==> config.mk <==
export PLATFORM = sky130hd
export DESIGN_NAME = i2c_master_bit_sequencer_top
export DESIGN_NICKNAME = d
export VERILOG_FILES = /design/src/hw/rtl/i2cms_pkg.sv /design/src/hw/rtl/i2c_master_bit_sequencer_top.sv
export SDC_FILE = /design/constraint.sdc
export NUM_CORES = 1
export LEC_CHECK = 0
export BUFFER_PORTS_ARGS = -buffer_cell sky130_fd_sc_hd__buf_4
export CAP_MARGIN = 10
export CORE_ASPECT_RATIO = 1.25
export CORE_UTILIZATION = 35
export CTS_BUF_LIST = sky130_fd_sc_hd__clkbuf_8
export DETAILED_ROUTE_END_ITERATION = 10
export GPL_TIMING_DRIVEN = 0
export HOLD_SLACK_MARGIN = 0.12
export PLACE_DENSITY = 0.54
export SETUP_SLACK_MARGIN = 0.15
export SYNTH_ARGS = -nofsm -noshare
export SYNTH_HDL_FRONTEND = slang
export SYNTH_SLANG_ARGS = --single-unit
==> constraint.sdc <==
create_clock -name clock -period 4.65 [get_ports clock]
set_clock_uncertainty 0.1 [all_clocks]
set_input_delay 0.465 -clock clock [delete_from_list [all_inputs] [get_ports clock]]
set_output_delay 0.465 -clock clock [all_outputs]
set_load 0.05 [all_outputs]
==> src/hw/rtl/i2cms_pkg.sv <==
// ----------------------------------------------------------------------------
// I2C master bit sequencer package
// Command codes, internal command state, the reset phase length, bit counts
// and the result item type shared by the sequencer.
// ----------------------------------------------------------------------------
package i2cms_pkg;

   // Command codes as they arrive on the request channel.
   localparam logic [2:0] CMD_START = 3'd0;
   localparam logic [2:0] CMD_STOP  = 3'd1;
   localparam logic [2:0] CMD_WRITE = 3'd2;
   localparam logic [2:0] CMD_READ  = 3'd3;
   localparam logic [2:0] CMD_SACK  = 3'd4;
   localparam logic [2:0] CMD_RACK  = 3'd5;

   // Command in progress; the request code plus one, zero when idle.
   typedef enum logic [2:0] {
      ACT_IDLE  = 3'd0,
      ACT_START = 3'd1,
      ACT_STOP  = 3'd2,
      ACT_WRITE = 3'd3,
      ACT_READ  = 3'd4,
      ACT_SACK  = 3'd5,
      ACT_RACK  = 3'd6
   } active_type;

   localparam logic [15:0] PHASE_TICKS_RESET = 16'd100;
   localparam logic [3:0]  WRITE_BITS        = 4'd9;
   localparam logic [3:0]  READ_BITS         = 4'd8;
   localparam logic [3:0]  SACK_BITS         = 4'd1;

   // One result item.
   typedef struct packed {
      logic       scl_out;
      logic       sda_out;
      logic       busy_res;
      logic       done_res;
      logic [7:0] read_data;
      logic       ack_seen;
   } result_type;

endpackage

==> src/hw/rtl/i2c_master_bit_sequencer_top.sv <==
// ----------------------------------------------------------------------------
// I2C master bit sequencer
// Throughput: one item per cycle while the skid entry is empty; each result is
// registered in a two-entry output stage (register and skid) that keeps the
// request side moving while one result waits on a stall.
// Reset: synchronous; the sequencer is idle with SCL and SDA released and
// phase_ticks back at 100.
// Each item is one tick of the timebase; the sequencer walks the SCL/SDA phases
// of the active command, holding each phase for phase_ticks ticks.
// ----------------------------------------------------------------------------
module i2c_master_bit_sequencer_top (
   input  logic        clock,
   input  logic        reset,
   // Request channel, one item per tick.
   input  logic        req_valid,
   output logic        req_stall,
   input  logic        req_cmd_valid,
   input  logic [2:0]  req_command,
   input  logic [7:0]  req_write_data,
   input  logic        req_ack_level,
   input  logic        req_sda_in,
   // Result channel.
   output logic        rsp_valid,
   input  logic        rsp_stall,
   output logic        rsp_scl_out,
   output logic        rsp_sda_out,
   output logic        rsp_busy_res,
   output logic        rsp_done_res,
   output logic [7:0]  rsp_read_data,
   output logic        rsp_ack_seen,
   // Configuration write channel.
   input  logic        csr_valid,
   output logic        csr_ready,
   input  logic [15:0] csr_phase_ticks
);

   i2cms_pkg::active_type active_ff, active_in;
   logic [1:0]  phase_ff, phase_in;
   logic [15:0] tick_ff, tick_in;
   logic [3:0]  bits_ff, bits_in;
   logic [7:0]  shift_ff, shift_in;
   logic        scl_ff, scl_in;
   logic        sda_ff, sda_in;
   logic        ack_ff, ack_in;
   logic [7:0]  rdata_ff, rdata_in;
   logic [15:0] phase_ticks_ff;

   logic        done;
   logic [15:0] hold;
   logic [16:0] tick_inc;
   logic        expire;
   logic        finished;
   logic [3:0]  bits_inc;
   logic        do_apply;

   i2cms_pkg::result_type result;
   i2cms_pkg::result_type out_ff, skid_ff;
   logic out_valid_ff, skid_valid_ff;
   logic accept, take;

   // Pin levels for a phase of a command.
   function automatic logic [1:0] phase_pins(input i2cms_pkg::active_type act,
                                             input logic [1:0] ph,
                                             input logic msb,
                                             input logic scl,
                                             input logic sda);
      logic [1:0] pins;
      pins = {scl, sda};
      case (act)
         i2cms_pkg::ACT_START: begin
            if (ph == 2'd0) begin
               pins = 2'b11;
            end else if (ph == 2'd1) begin
               pins = {scl, 1'b0};
            end else begin
               pins = {1'b0, sda};
            end
         end
         i2cms_pkg::ACT_STOP: begin
            if (ph == 2'd0) begin
               pins = 2'b10;
            end else begin
               pins = {scl, 1'b1};
            end
         end
         i2cms_pkg::ACT_WRITE, i2cms_pkg::ACT_SACK,
         i2cms_pkg::ACT_READ, i2cms_pkg::ACT_RACK: begin
            if (ph == 2'd0) begin
               if (act == i2cms_pkg::ACT_WRITE || act == i2cms_pkg::ACT_SACK) begin
                  pins = {scl, msb};
               end else begin
                  pins = {scl, 1'b1};
               end
            end else if (ph == 2'd1) begin
               pins = {1'b1, sda};
            end else begin
               pins = {1'b0, sda};
            end
         end
         default: begin
            pins = {scl, sda};
         end
      endcase
      return pins;
   endfunction

   // Configuration register; writes are always taken.
   assign csr_ready = 1'b1;

   always_ff @(posedge clock) begin
      if (reset) begin
         phase_ticks_ff <= i2cms_pkg::PHASE_TICKS_RESET;
      end else if (csr_valid && csr_ready) begin
         phase_ticks_ff <= csr_phase_ticks;
      end
   end

   // Phase timing: a zero setting counts as one tick.
   assign hold     = (phase_ticks_ff == 16'd0) ? 16'd1 : phase_ticks_ff;
   assign tick_inc = {1'b0, tick_ff} + 17'd1;
   assign expire   = tick_inc >= {1'b0, hold};
   assign bits_inc = bits_ff + 4'd1;

   // Next state of the sequencer for one tick.
   always_comb begin
      active_in = active_ff;
      phase_in  = phase_ff;
      tick_in   = tick_ff;
      bits_in   = bits_ff;
      shift_in  = shift_ff;
      ack_in    = ack_ff;
      rdata_in  = rdata_ff;
      finished  = 1'b0;
      do_apply  = 1'b0;
      if (active_ff == i2cms_pkg::ACT_IDLE) begin
         if (req_cmd_valid && req_command <= i2cms_pkg::CMD_RACK) begin
            active_in = i2cms_pkg::active_type'(req_command + 3'd1);
            phase_in  = 2'd0;
            tick_in   = 16'd0;
            bits_in   = 4'd0;
            do_apply  = 1'b1;
            if (req_command == i2cms_pkg::CMD_WRITE) begin
               shift_in = req_write_data;
            end else if (req_command == i2cms_pkg::CMD_SACK) begin
               shift_in = {req_ack_level, 7'd0};
            end else begin
               shift_in = 8'd0;
            end
         end
      end else if (expire) begin
         tick_in = 16'd0;
         if (active_ff == i2cms_pkg::ACT_START) begin
            finished = (phase_ff >= 2'd2);
            phase_in = phase_ff + 2'd1;
         end else if (active_ff == i2cms_pkg::ACT_STOP) begin
            finished = (phase_ff >= 2'd1);
            phase_in = phase_ff + 2'd1;
         end else begin
            // Sample SDA at the end of the SCL-high phase.
            if (phase_ff == 2'd1) begin
               if (active_ff == i2cms_pkg::ACT_READ) begin
                  shift_in = {shift_ff[6:0], req_sda_in};
               end else if (active_ff == i2cms_pkg::ACT_RACK) begin
                  ack_in = req_sda_in;
               end
            end
            if (phase_ff < 2'd2) begin
               phase_in = phase_ff + 2'd1;
            end else if (active_ff == i2cms_pkg::ACT_RACK) begin
               finished = 1'b1;
            end else if (active_ff == i2cms_pkg::ACT_READ) begin
               bits_in = bits_inc;
               if (bits_inc >= i2cms_pkg::READ_BITS) begin
                  rdata_in = shift_ff;
                  finished = 1'b1;
               end else begin
                  phase_in = 2'd1;
               end
            end else begin
               bits_in  = bits_inc;
               shift_in = {shift_ff[6:0], 1'b1};
               if (bits_inc >= ((active_ff == i2cms_pkg::ACT_WRITE) ?
                                i2cms_pkg::WRITE_BITS : i2cms_pkg::SACK_BITS)) begin
                  finished = 1'b1;
               end else begin
                  phase_in = 2'd0;
               end
            end
         end
         if (finished) begin
            active_in = i2cms_pkg::ACT_IDLE;
            phase_in  = 2'd0;
         end else begin
            do_apply = 1'b1;
         end
      end else begin
         tick_in = tick_inc[15:0];
      end
   end

   // Pin levels and the result item for this tick.
   always_comb begin
      {scl_in, sda_in} = {scl_ff, sda_ff};
      if (do_apply) begin
         {scl_in, sda_in} = phase_pins(active_in, phase_in, shift_in[7], scl_ff, sda_ff);
      end
      done               = finished;
      result.scl_out     = scl_in;
      result.sda_out     = sda_in;
      result.busy_res    = (active_in != i2cms_pkg::ACT_IDLE);
      result.done_res    = done;
      result.read_data   = rdata_in;
      result.ack_seen    = ack_in;
   end

   assign accept = req_valid && !req_stall;
   assign take   = out_valid_ff && !rsp_stall;

   // Sequencer state advances once per accepted item.
   always_ff @(posedge clock) begin
      if (reset) begin
         active_ff <= i2cms_pkg::ACT_IDLE;
         phase_ff  <= 2'd0;
         tick_ff   <= 16'd0;
         bits_ff   <= 4'd0;
         shift_ff  <= 8'd0;
         scl_ff    <= 1'b1;
         sda_ff    <= 1'b1;
         ack_ff    <= 1'b1;
         rdata_ff  <= 8'd0;
      end else if (accept) begin
         active_ff <= active_in;
         phase_ff  <= phase_in;
         tick_ff   <= tick_in;
         bits_ff   <= bits_in;
         shift_ff  <= shift_in;
         scl_ff    <= scl_in;
         sda_ff    <= sda_in;
         ack_ff    <= ack_in;
         rdata_ff  <= rdata_in;
      end
   end

   // Output register with a skid entry behind it.
   always_ff @(posedge clock) begin
      if (reset) begin
         out_valid_ff  <= 1'b0;
         skid_valid_ff <= 1'b0;
      end else if (skid_valid_ff) begin
         if (take) begin
            out_valid_ff  <= 1'b1;
            skid_valid_ff <= 1'b0;
         end
      end else if (accept) begin
         if (!out_valid_ff || take) begin
            out_valid_ff <= 1'b1;
         end else begin
            skid_valid_ff <= 1'b1;
         end
      end else if (take) begin
         out_valid_ff <= 1'b0;
      end
   end

   always_ff @(posedge clock) begin
      if (skid_valid_ff) begin
         if (take) begin
            out_ff <= skid_ff;
         end
      end else if (accept) begin
         if (!out_valid_ff || take) begin
            out_ff <= result;
         end else begin
            skid_ff <= result;
         end
      end
   end

   assign req_stall     = skid_valid_ff;
   assign rsp_valid     = out_valid_ff;
   assign rsp_scl_out   = out_ff.scl_out;
   assign rsp_sda_out   = out_ff.sda_out;
   assign rsp_busy_res  = out_ff.busy_res;
   assign rsp_done_res  = out_ff.done_res;
   assign rsp_read_data = out_ff.read_data;
   assign rsp_ack_seen  = out_ff.ack_seen;

   // The skid entry only fills behind a full output register.
   a_skid_behind_out: assert property (@(posedge clock) disable iff (reset)
      skid_valid_ff |-> out_valid_ff)
      else $error("skid entry holds an item with the output register empty");

   // A finishing command reports itself no longer busy.
   a_done_not_busy: assert property (@(posedge clock) disable iff (reset)
      (out_valid_ff && out_ff.done_res) |-> !out_ff.busy_res)
      else $error("done pulse with busy still high");

   // Idle sequencer keeps its phase and tick counters cleared.
   a_idle_cleared: assert property (@(posedge clock) disable iff (reset)
      (active_ff == i2cms_pkg::ACT_IDLE) |-> (phase_ff == 2'd0 && tick_ff == 16'd0))
      else $error("idle sequencer with a phase or tick count left over");

   // A finished command returns the sequencer to idle on the next edge.
   a_done_to_idle: assert property (@(posedge clock) disable iff (reset)
      (accept && finished) |=> (active_ff == i2cms_pkg::ACT_IDLE))
      else $error("sequencer still active after its command finished");

endmodule

==> results of run 1 <==
per-stage QoR:
stage          instance area, µm²  setup WS [ns]  hold WS [ns]  power, mW
2_1_floorplan                5091         0.5681        0.3347      1.173
4_1_cts                      5891         0.1576        0.1944      1.809
3_5_place_dp                 5663        -0.4047        0.3683      1.298
3_3_place_gp                 5663        -0.3638        0.3467      1.290
5_1_grt                      5993         0.1502        0.1914      1.897
6_report                     5993         0.3779        0.2011      1.804
logic make-up after synthesis:
group,count (synthesis)
AND/OR/NAND/NOR,220
AO/OA/AOI/OAI,117
flip-flops,88
buffers and inverters,55
multiplexers,43
adder cells (fa/ha/maj),27
XOR/XNOR,17
other,1
power groups by stage:
| stage | logic [mW] | clock network (mW) | registers, mW |
|---|---|---|---|
| after global routing | 0.467 | 0.550 | 0.881 |
| after floorplan | 0.249 | 0 | 0.924 |
| after CTS | 0.411 | 0.525 | 0.874 |
| after global placement | 0.401 | 0 | 0.889 |
| final | 0.423 | 0.508 | 0.873 |
| after detailed placement | 0.407 | 0 | 0.891 |
per-layer routing:
metal	vias to the layer above	global-route usage (%)	wire length, µm
met1	2047	21.68	5484
met2	126	33.16	6645
li1	2194	-	-
met3	20	3.762	648
met4	0	5.852	212
met5	-	0	0
placed cells by master, fill, tap and decap left out, types with 4 or more instances in the layout:
| cell | synthesis | routed |
|---|---|---|
| a211oi_1 | 13 | 12 |
| a21o_1 | 6 | 6 |
| a21oi_1 | 22 | 21 |
| a22oi_1 | 17 | 17 |
| a31oi_1 | 6 | 6 |
| buf_4 | 3 | 52 |
| clkbuf_1 | 21 | 21 |
| clkbuf_8 | 0 | 9 |
| dfxtp_1 | 62 | 59 |
| edfxtp_1 | 26 | 26 |
| ha_1 | 27 | 26 |
| inv_1 | 27 | 28 |
| mux2_2 | 21 | 21 |
| mux2i_1 | 21 | 21 |
| nand2_1 | 41 | 41 |
| nand3_1 | 16 | 14 |
| nand4_1 | 6 | 6 |
| nor2_1 | 88 | 86 |
| nor2b_1 | 6 | 6 |
| nor3_1 | 28 | 26 |
| nor3b_1 | 4 | 4 |
| nor4_1 | 8 | 6 |
| o211ai_1 | 9 | 9 |
| o21ai_0 | 15 | 14 |
| xnor2_1 | 10 | 10 |
| xor2_1 | 7 | 7 |
state kept, by name (all words and copies together) (netlist names), 2 cells and up:
| signal | count |
|---|---|
| active_ff | 3 |
| bits_ff | 4 |
| phase_ff | 2 |
| phase_ticks_ff | 16 |
| rdata_ff | 8 |
| rsp_read_data | 8 |
| shift_ff | 8 |
| skid_ff | 13 |
| tick_ff | 16 |
final cells by class:
type / instances / area, µm² / area share, %
multi-input cells: 425 / 2968 / 49.52
clock buffers: 9 / 123.9 / 2.067
flip-flops and latches: 88 / 2028 / 33.84
inverters: 28 / 105.1 / 1.754
repair buffers: 50 / 375.4 / 6.263
clock inverters: 7 / 55.05 / 0.9186
well taps: 175 / 219.0 / 3.653
plain buffers: 27 / 118.9 / 1.983
worst max-delay path by stage:
stage / slack [ns] / start / cells after the start / end
floorplan: 0.57 / tick_ff[2] / 16 / rsp_read_data[7]
global placement: -0.36 / tick_ff[0] / 15 / rsp_read_data[2]
detailed placement: -0.40 / tick_ff[0] / 15 / rsp_read_data[2]
CTS: 0.16 / tick_ff[0] / 17 / rsp_scl_out
global route: 0.15 / tick_ff[0] / 15 / rsp_scl_out
finish: 0.38 / tick_ff[0] / 15 / rsp_scl_out
tightest hold or removal path: stages:
cell	delay, ns
buf_4	0.07
nand2_1	0.04
o211ai_1	0.07
repair_timing:
action,CTS,global route
setup endpoints to repair,45,48
gates resized for setup,8,21
setup buffers,1,1
pin swaps,2,4
==> impl_results.md, run 1 <==
* Final cell count without fillers at 809
* RSZ-0062 raised after global routing: no
* Sequential area share after synthesis at 39.71%
* Hold-fix buffer count after cts at 0
* Post-Synth Simple-Gate Area at 21.21%
* Crit-path leading delay family: simple AND/OR/NAND/NOR gates
* Syn. warnings at 0
* Clock sinks at 88
* Clock buffer depth at 2
* Fillers at 1405
* Slowest CP cell: a221o_2
* Worst Setup End Kind: flip-flop
* Num rows at 48
* Cell count after placement at 790
* Die Area at 0.01504 mm²
* Worst Path Buf+Inv at 1
* Seq pwr share at 48.4%
* R2R cell count at 15
* Total grt overflow at 0
* Adder and majority gate portion of the synthesized area at 6.636%
* Switching Fraction at 33.58%
* Final WL at 12990 µm
* Clock H-tree levels at 3
* P&R area growth vs syn at 17.72%
* Synth area leaders: dfxtp_1 (24%), edfxtp_1 (15%), ha_1 (6.6%)
* Most frequent cell after synthesis: nor2_1
* Maxcap violations at 0
* Finish-stage setup viols at 0
* Yosys cell types at 64
* Final Hold Vio Count at 0
* WP data arrival at 4.31 ns
* Startpoint Class: flip-flop
* Share of layout cells above drive strength 1 at 18.93%
* F_max at 0.2341 GHz
* Height of the die at 136.8 µm
* Reg clk slew, reported paths at 0.10 ns
* Worst slew margin at 23.85%
* Routed WL per cell at 16.06 µm
* Clock share of power at 28.2%
* Async set-or-reset flop fraction in the synthesized netlist at 0%
* CP Data Required Time at 4.69 ns
* First-pass GRT wire length at 20930 µm
* Final net count at 691
* GRT Overall Usage at 18.47%
* Yosys reg bits at 88
* Logic pwr share at 23.5%
* Largest net degree at the start of global routing at 17
* Top_reg_cell synth: dfxtp_1
* DR iter-0 viols at 211
* Post-synth EDFFs at 26
* Avg Cell Area, Syn at 8.963 µm²
* Syn Std Cell Area at 0.005091 mm²
* Syn Inst Count at 568
* Reg2reg start: tick_ff[0]
* Clock Tree Root: clkbuf_8
* Most frequent cells after synthesis: nor2_1 (88), dfxtp_1 (62), nand2_1 (41)
* Status: finished, final reports clean
* Peak supply drop at 0.1444 mV
* Internal at 1.198 mW
* Gp weighted congestion at 0.8903
* Number of global-route vias before repair at 4181
* Port Buffer Count at 47
* ANT cells at 0
* PwrDens at 301.0 mW/mm²
* Final cycle utilization of the critical path at 91.87%
* Hold endpoint: phase_ticks_ff[6]
* Num CTS Buffers at 9
* Area share of the largest cell type after synthesis at 24.38%
* First-pass iteration count of the detailed router at 5
* DR vias/cell at 5.423
* Hold Path Class: input pin to flip-flop
* Die width at 109.9 µm
* Cell taking the most area after synthesis: dfxtp_1
* Residual DRC at 0
* Clk_lat worst skew at 0.38 ns
* Mux share of post-synthesis cell area at 9.216%
* Crit-path max FO at 6
* Final ANT Viol Nets at 0
* Hold path startpoint: csr_phase_ticks[6]
* Worst R2R End: rsp_scl_out
* TNS Setup at 0 ns
* Routed vias at 4387
* Synthesized net count at 630
* Switching power at 605.8 µW
* Final min period at 4.272 ns
* WHS Path Cells at 3
* Synth Area in XOR/XNOR at 2.925%
* CTS tree: done
* CORE AREA at 0.01399 mm²
* Final core occ at 42.83%
* CP cell instances: ha_2 -> nand3_2 -> nor4_4 -> nand2_1 -> xnor2_1 -> ha_1 -> nand4_4 -> nor4_4 -> o21ai_1 -> and4_4 -> or3_1 -> buf_2 -> a221o_2 -> nor3b_1 -> a221o_1
* Crit-path most repeated cell: nor4_4
* Starting density of the core at 36.38%
* Least-Margin Pin Slew at 1.140 ns
* Combinational family with the most area after synthesis: simple AND/OR/NAND/NOR gates
* Max stage delay on crit path at 0.43 ns
* I/O pin total at 51
* Initial antenna violation count at 0
* Compound-Gate Fraction of Synth Area at 15.90%
* Leakage at 2.372 nW
* R2r setup slk at 0.38 ns
* Count of pins over their slew limit at 0
* HPWL Detailed at 10110 µm
* Kind of critical path: flip-flop to flip-flop
No activity file was read; power rests on OpenSTA's default activity.
==> run 2, diff against run 1 <==
ABC_AREA = 1   (was not set)
==> run 2 against run 1 <==
  * The flow now finishes with violations (design-rule violations)
  * Utilization shrank 1.1 points
  * Maximum frequency up 5.5%
  * Hold slack got worse by 0.017 ns
  * Critical path type unchanged
  * Critical endpoint unchanged
  * Largest cell class unchanged
==> impl_results.md, run 2 <==
* Status: finished, violations left
* Failing checks: design-rule violations
* Synth area leaders: dfxtp_1 (24%), edfxtp_1 (15%), nand2_1 (13%)
* Hold path startpoint: csr_phase_ticks[6]
* F_max at 0.2468 GHz (+5.5%)
* Final ANT Viol Nets at 0 (unchanged)
* Worst Path Buf+Inv at 4 (+3)
* Post-route cell area at 0.006067 mm² (+1.2%)
* Syn Std Cell Area at 0.005243 mm² (+3.0%)
* Final cell count without fillers at 937 (+16%)
* Area share of the largest cell type after synthesis at 23.68% (-0.70 points)
* Height of the die at 138.8 µm (+1.5%)
* Commonest non-fill, non-tap cells in the layout: nand2_1 (181), inv_1 (82), dfxtp_1 (62)
* Final min period at 4.051 ns (-0.2210 ns)
* Number of global-route vias before repair at 4423 (+5.8%)
* Cell taking the most area after synthesis: dfxtp_1
* Kind of critical path: flip-flop to flip-flop
* Least-Margin Pin Slew at 1.042 ns (-0.09759 ns)
* Die Area at 0.01548 mm² (+2.9%)
* TNS Setup at 0 ns (unchanged)
* Avg Cell Area, Syn at 7.565 µm² (-16%)
* Hold-fix buffer count after cts at 0 (unchanged)
* Most frequent cell after synthesis: nand2_1
* Crit-path max FO at 8 (+2)
* Gp weighted congestion at 0.8902 (about the same)
* DR vias/cell at 4.874 (-10%)
* Die width at 111.5 µm (+1.4%)
* Syn. warnings at 0 (unchanged)
* R2R cell count at 30 (+15)
* First-pass GRT wire length at 21230 µm (+1.4%)
* Cell count after placement at 920 (+16%)
* Hold Path Class: input pin to flip-flop
* Sequential area share after synthesis at 38.57% (-1.1 points)
* I/O pin total at 51 (unchanged)
* RSZ-0062 raised after global routing: no
* Crit-path most repeated cell: nand2_1
* Maxcap violations at 0 (unchanged)
* Logic pwr share at 22.6% (-0.9 points)
* Final Hold Vio Count at 0 (unchanged)
* CORE AREA at 0.01453 mm² (+3.8%)
* Final WL at 12460 µm (-4.1%)
* Clock sinks at 88 (unchanged)
* Post-synth EDFFs at 26 (unchanged)
* Routed WL per cell at 13.29 µm (-17%)
* Initial antenna violation count at 0 (unchanged)
* Residual DRC at 5 (+5)
* P&R area growth vs syn at 15.73%
* Seq pwr share at 46.3% (-2.1 points)
* Starting density of the core at 36.08% (-0.30 points)
* HPWL Detailed at 9622 µm (-4.9%)
* Worst slew margin at 30.26% (+6.4 points)
* WHS Path Cells at 3 (unchanged)
* Worst Setup End Kind: flip-flop
* Final net count at 816 (+18%)
* Peak supply drop at 0.1275 mV (-12%)
* CTS tree: done
* WP data arrival at 4.11 ns (-0.20 ns)
* Hold endpoint: phase_ticks_ff[6]
* Clk_lat worst skew at 0.39 ns (about the same)
* Slowest CP cell: dfxtp_1
* Port Buffer Count at 49 (+4.3%)
* Clock share of power at 31.1% (+2.9 points)
* PwrDens at 309.1 mW/mm² (+2.7%)
* Commonest non-fill, non-tap cell in the layout: nand2_1
* Num CTS Buffers at 9 (unchanged)
* First-pass iteration count of the detailed router at 8 (+3)
* Num rows at 49 (+2.1%)
* CP Data Required Time at 4.71 ns (+0.02 ns)
* Switching Fraction at 33.90% (+0.32 points)
* Share of layout cells above drive strength 1 at 17.00% (-1.9 points)
* Largest net degree at the start of global routing at 18 (+1)
* Total grt overflow at 0 (unchanged)
* Reg clk slew, reported paths at 0.10 ns (about the same)
* Worst R2R End: rsp_scl_out
* GRT Overall Usage at 17.00% (-1.5 points)
* Top_reg_cell synth: dfxtp_1
* Clock buffer depth at 2 (unchanged)
* DR iter-0 viols at 258 (+22%)
* R2r setup slk at 0.60 ns (+0.22 ns)
* Yosys reg bits at 88 (unchanged)
* Clock H-tree levels at 3 (unchanged)
* Routed vias at 4567 (+4.1%)
* Syn Inst Count at 693 (+22%)
* Reg2reg start: tick_ff[0]
* Finish-stage setup viols at 0 (unchanged)
* Most frequent cells after synthesis: nand2_1 (181), inv_1 (82), dfxtp_1 (62)
* Largest regs: phase_ticks_ff: 16 flops, tick_ff: 16 flops, skid_ff: 13 flops
* Async set-or-reset flop fraction in the synthesized netlist at 0% (unchanged)
* Count of pins over their slew limit at 0 (unchanged)
* Final cycle utilization of the critical path at 87.12% (-4.8 points)
* Yosys cell types at 45 (-30%)
* Max stage delay on crit path at 0.44 ns (about the same)
* Leakage at 2.784 nW (+17%)
* Internal at 1.240 mW (+3.5%)
* Startpoint Class: flip-flop
* ANT cells at 0 (unchanged)
* Placed Instance Area at 0.005833 mm² (+3.0%)
* Crit-path leading delay family: simple AND/OR/NAND/NOR gates
* Clock Tree Root: clkbuf_8
* Synthesized net count at 755 (+20%)
* Switching power at 635.8 µW (+5.0%)
## run 2: changes by cell type in the layout (fill, tap and decap cells not counted), sizes merged, moves of 19 or more
cell	change
a21oi	+31
inv	+63
mux2	-20
mux2i	-22
nand2	+155
nand3	+19
nor2	-38
nor3	-23
o21ai	+43
## run 2: how the worst max path moves through the flow
stage	start	slack, ns	cells past startpoint	endpoint
after floorplan	tick_ff[0]	1.08	29	rsp_scl_out
after global placement	tick_ff[0]	0.41	28	rsp_sda_out
after detailed placement	tick_ff[0]	0.36	28	rsp_sda_out
after CTS	tick_ff[0]	0.33	28	rsp_sda_out
after global routing	tick_ff[0]	0.13	27	rsp_sda_out
final	tick_ff[0]	0.60	30	rsp_scl_out
## run 2: through the flow
step / power (mW) / util (%) / hold WS [ns] / setup slack (ns)
after floorplan: 1.185 / - / 0.3364 / 1.084
after CTS: 1.891 / 41.57 / 0.1742 / 0.3328
final: 1.875 / 41.75 / 0.1836 / 0.5989
after detailed placement: 1.309 / 40.14 / 0.3631 / 0.3601
after global placement: 1.301 / 40.14 / 0.3474 / 0.4124
after global routing: 1.976 / 41.75 / 0.1895 / 0.1333
## run 2: cells by family (layout without fill, tap and decap cells)
kind of cell / Yosys count / after routing / share of synthesized area [%]
flip-flops: 88 / 88 / 38.57
other: 1 / 1 / 0.07153
AND/OR/NAND/NOR: 308 / 308 / 27.85
AO/OA/AOI/OAI: 138 / 138 / 15.35
buffers and inverters: 115 / 181 / 8.998
adder cells (fa/ha/maj): 27 / 27 / 6.444
XOR/XNOR: 15 / 15 / 2.506
multiplexers: 1 / 1 / 0.2148
## run 2: layout make-up
type | count | area [µm²]
flip-flops and latches | 88 | 2022
inverters | 91 | 344.1
fillers | 1444 | 8463
clock inverters | 7 | 83.83
multi-input cells | 490 | 2768
repair buffers | 50 | 375.4
clock buffers | 9 | 123.9
plain buffers | 24 | 127.6
well taps | 178 | 222.7
## run 2: layer usage
metal / GRT usage [%] / vias up / part of all wire [%]
li1: - / 2400 / -
met1: 22.39 / 2091 / 48
met2: 27.80 / 59 / 47
met3: 2.185 / 17 / 2.3
met4: 7.539 / 0 / 1.9
met5: 0 / - / 0
## run 2: power groups by stage
stage	combinational, mW	sequential (mW)	clock (mW)
after CTS	0.424	0.869	0.598
after global placement	0.416	0.885	0
after detailed placement	0.422	0.886	0
after global routing	0.474	0.875	0.627
after floorplan	0.255	0.930	0
final	0.424	0.869	0.583
## run 2: tightest hold or removal path, cell delays in order
cell	delay (ns)
buf_4	0.08
a21oi_1	0.04
o21ai_0	0.06
## run 2: timing repair
| item | CTS | global route |
|---|---|---|
| endpoints found under the hold margin | 0 | 0 |
| resized for setup | 0 | 3 |
| endpoints found under the setup margin | 0 | 17 |
| setup buffers | 0 | 1 |
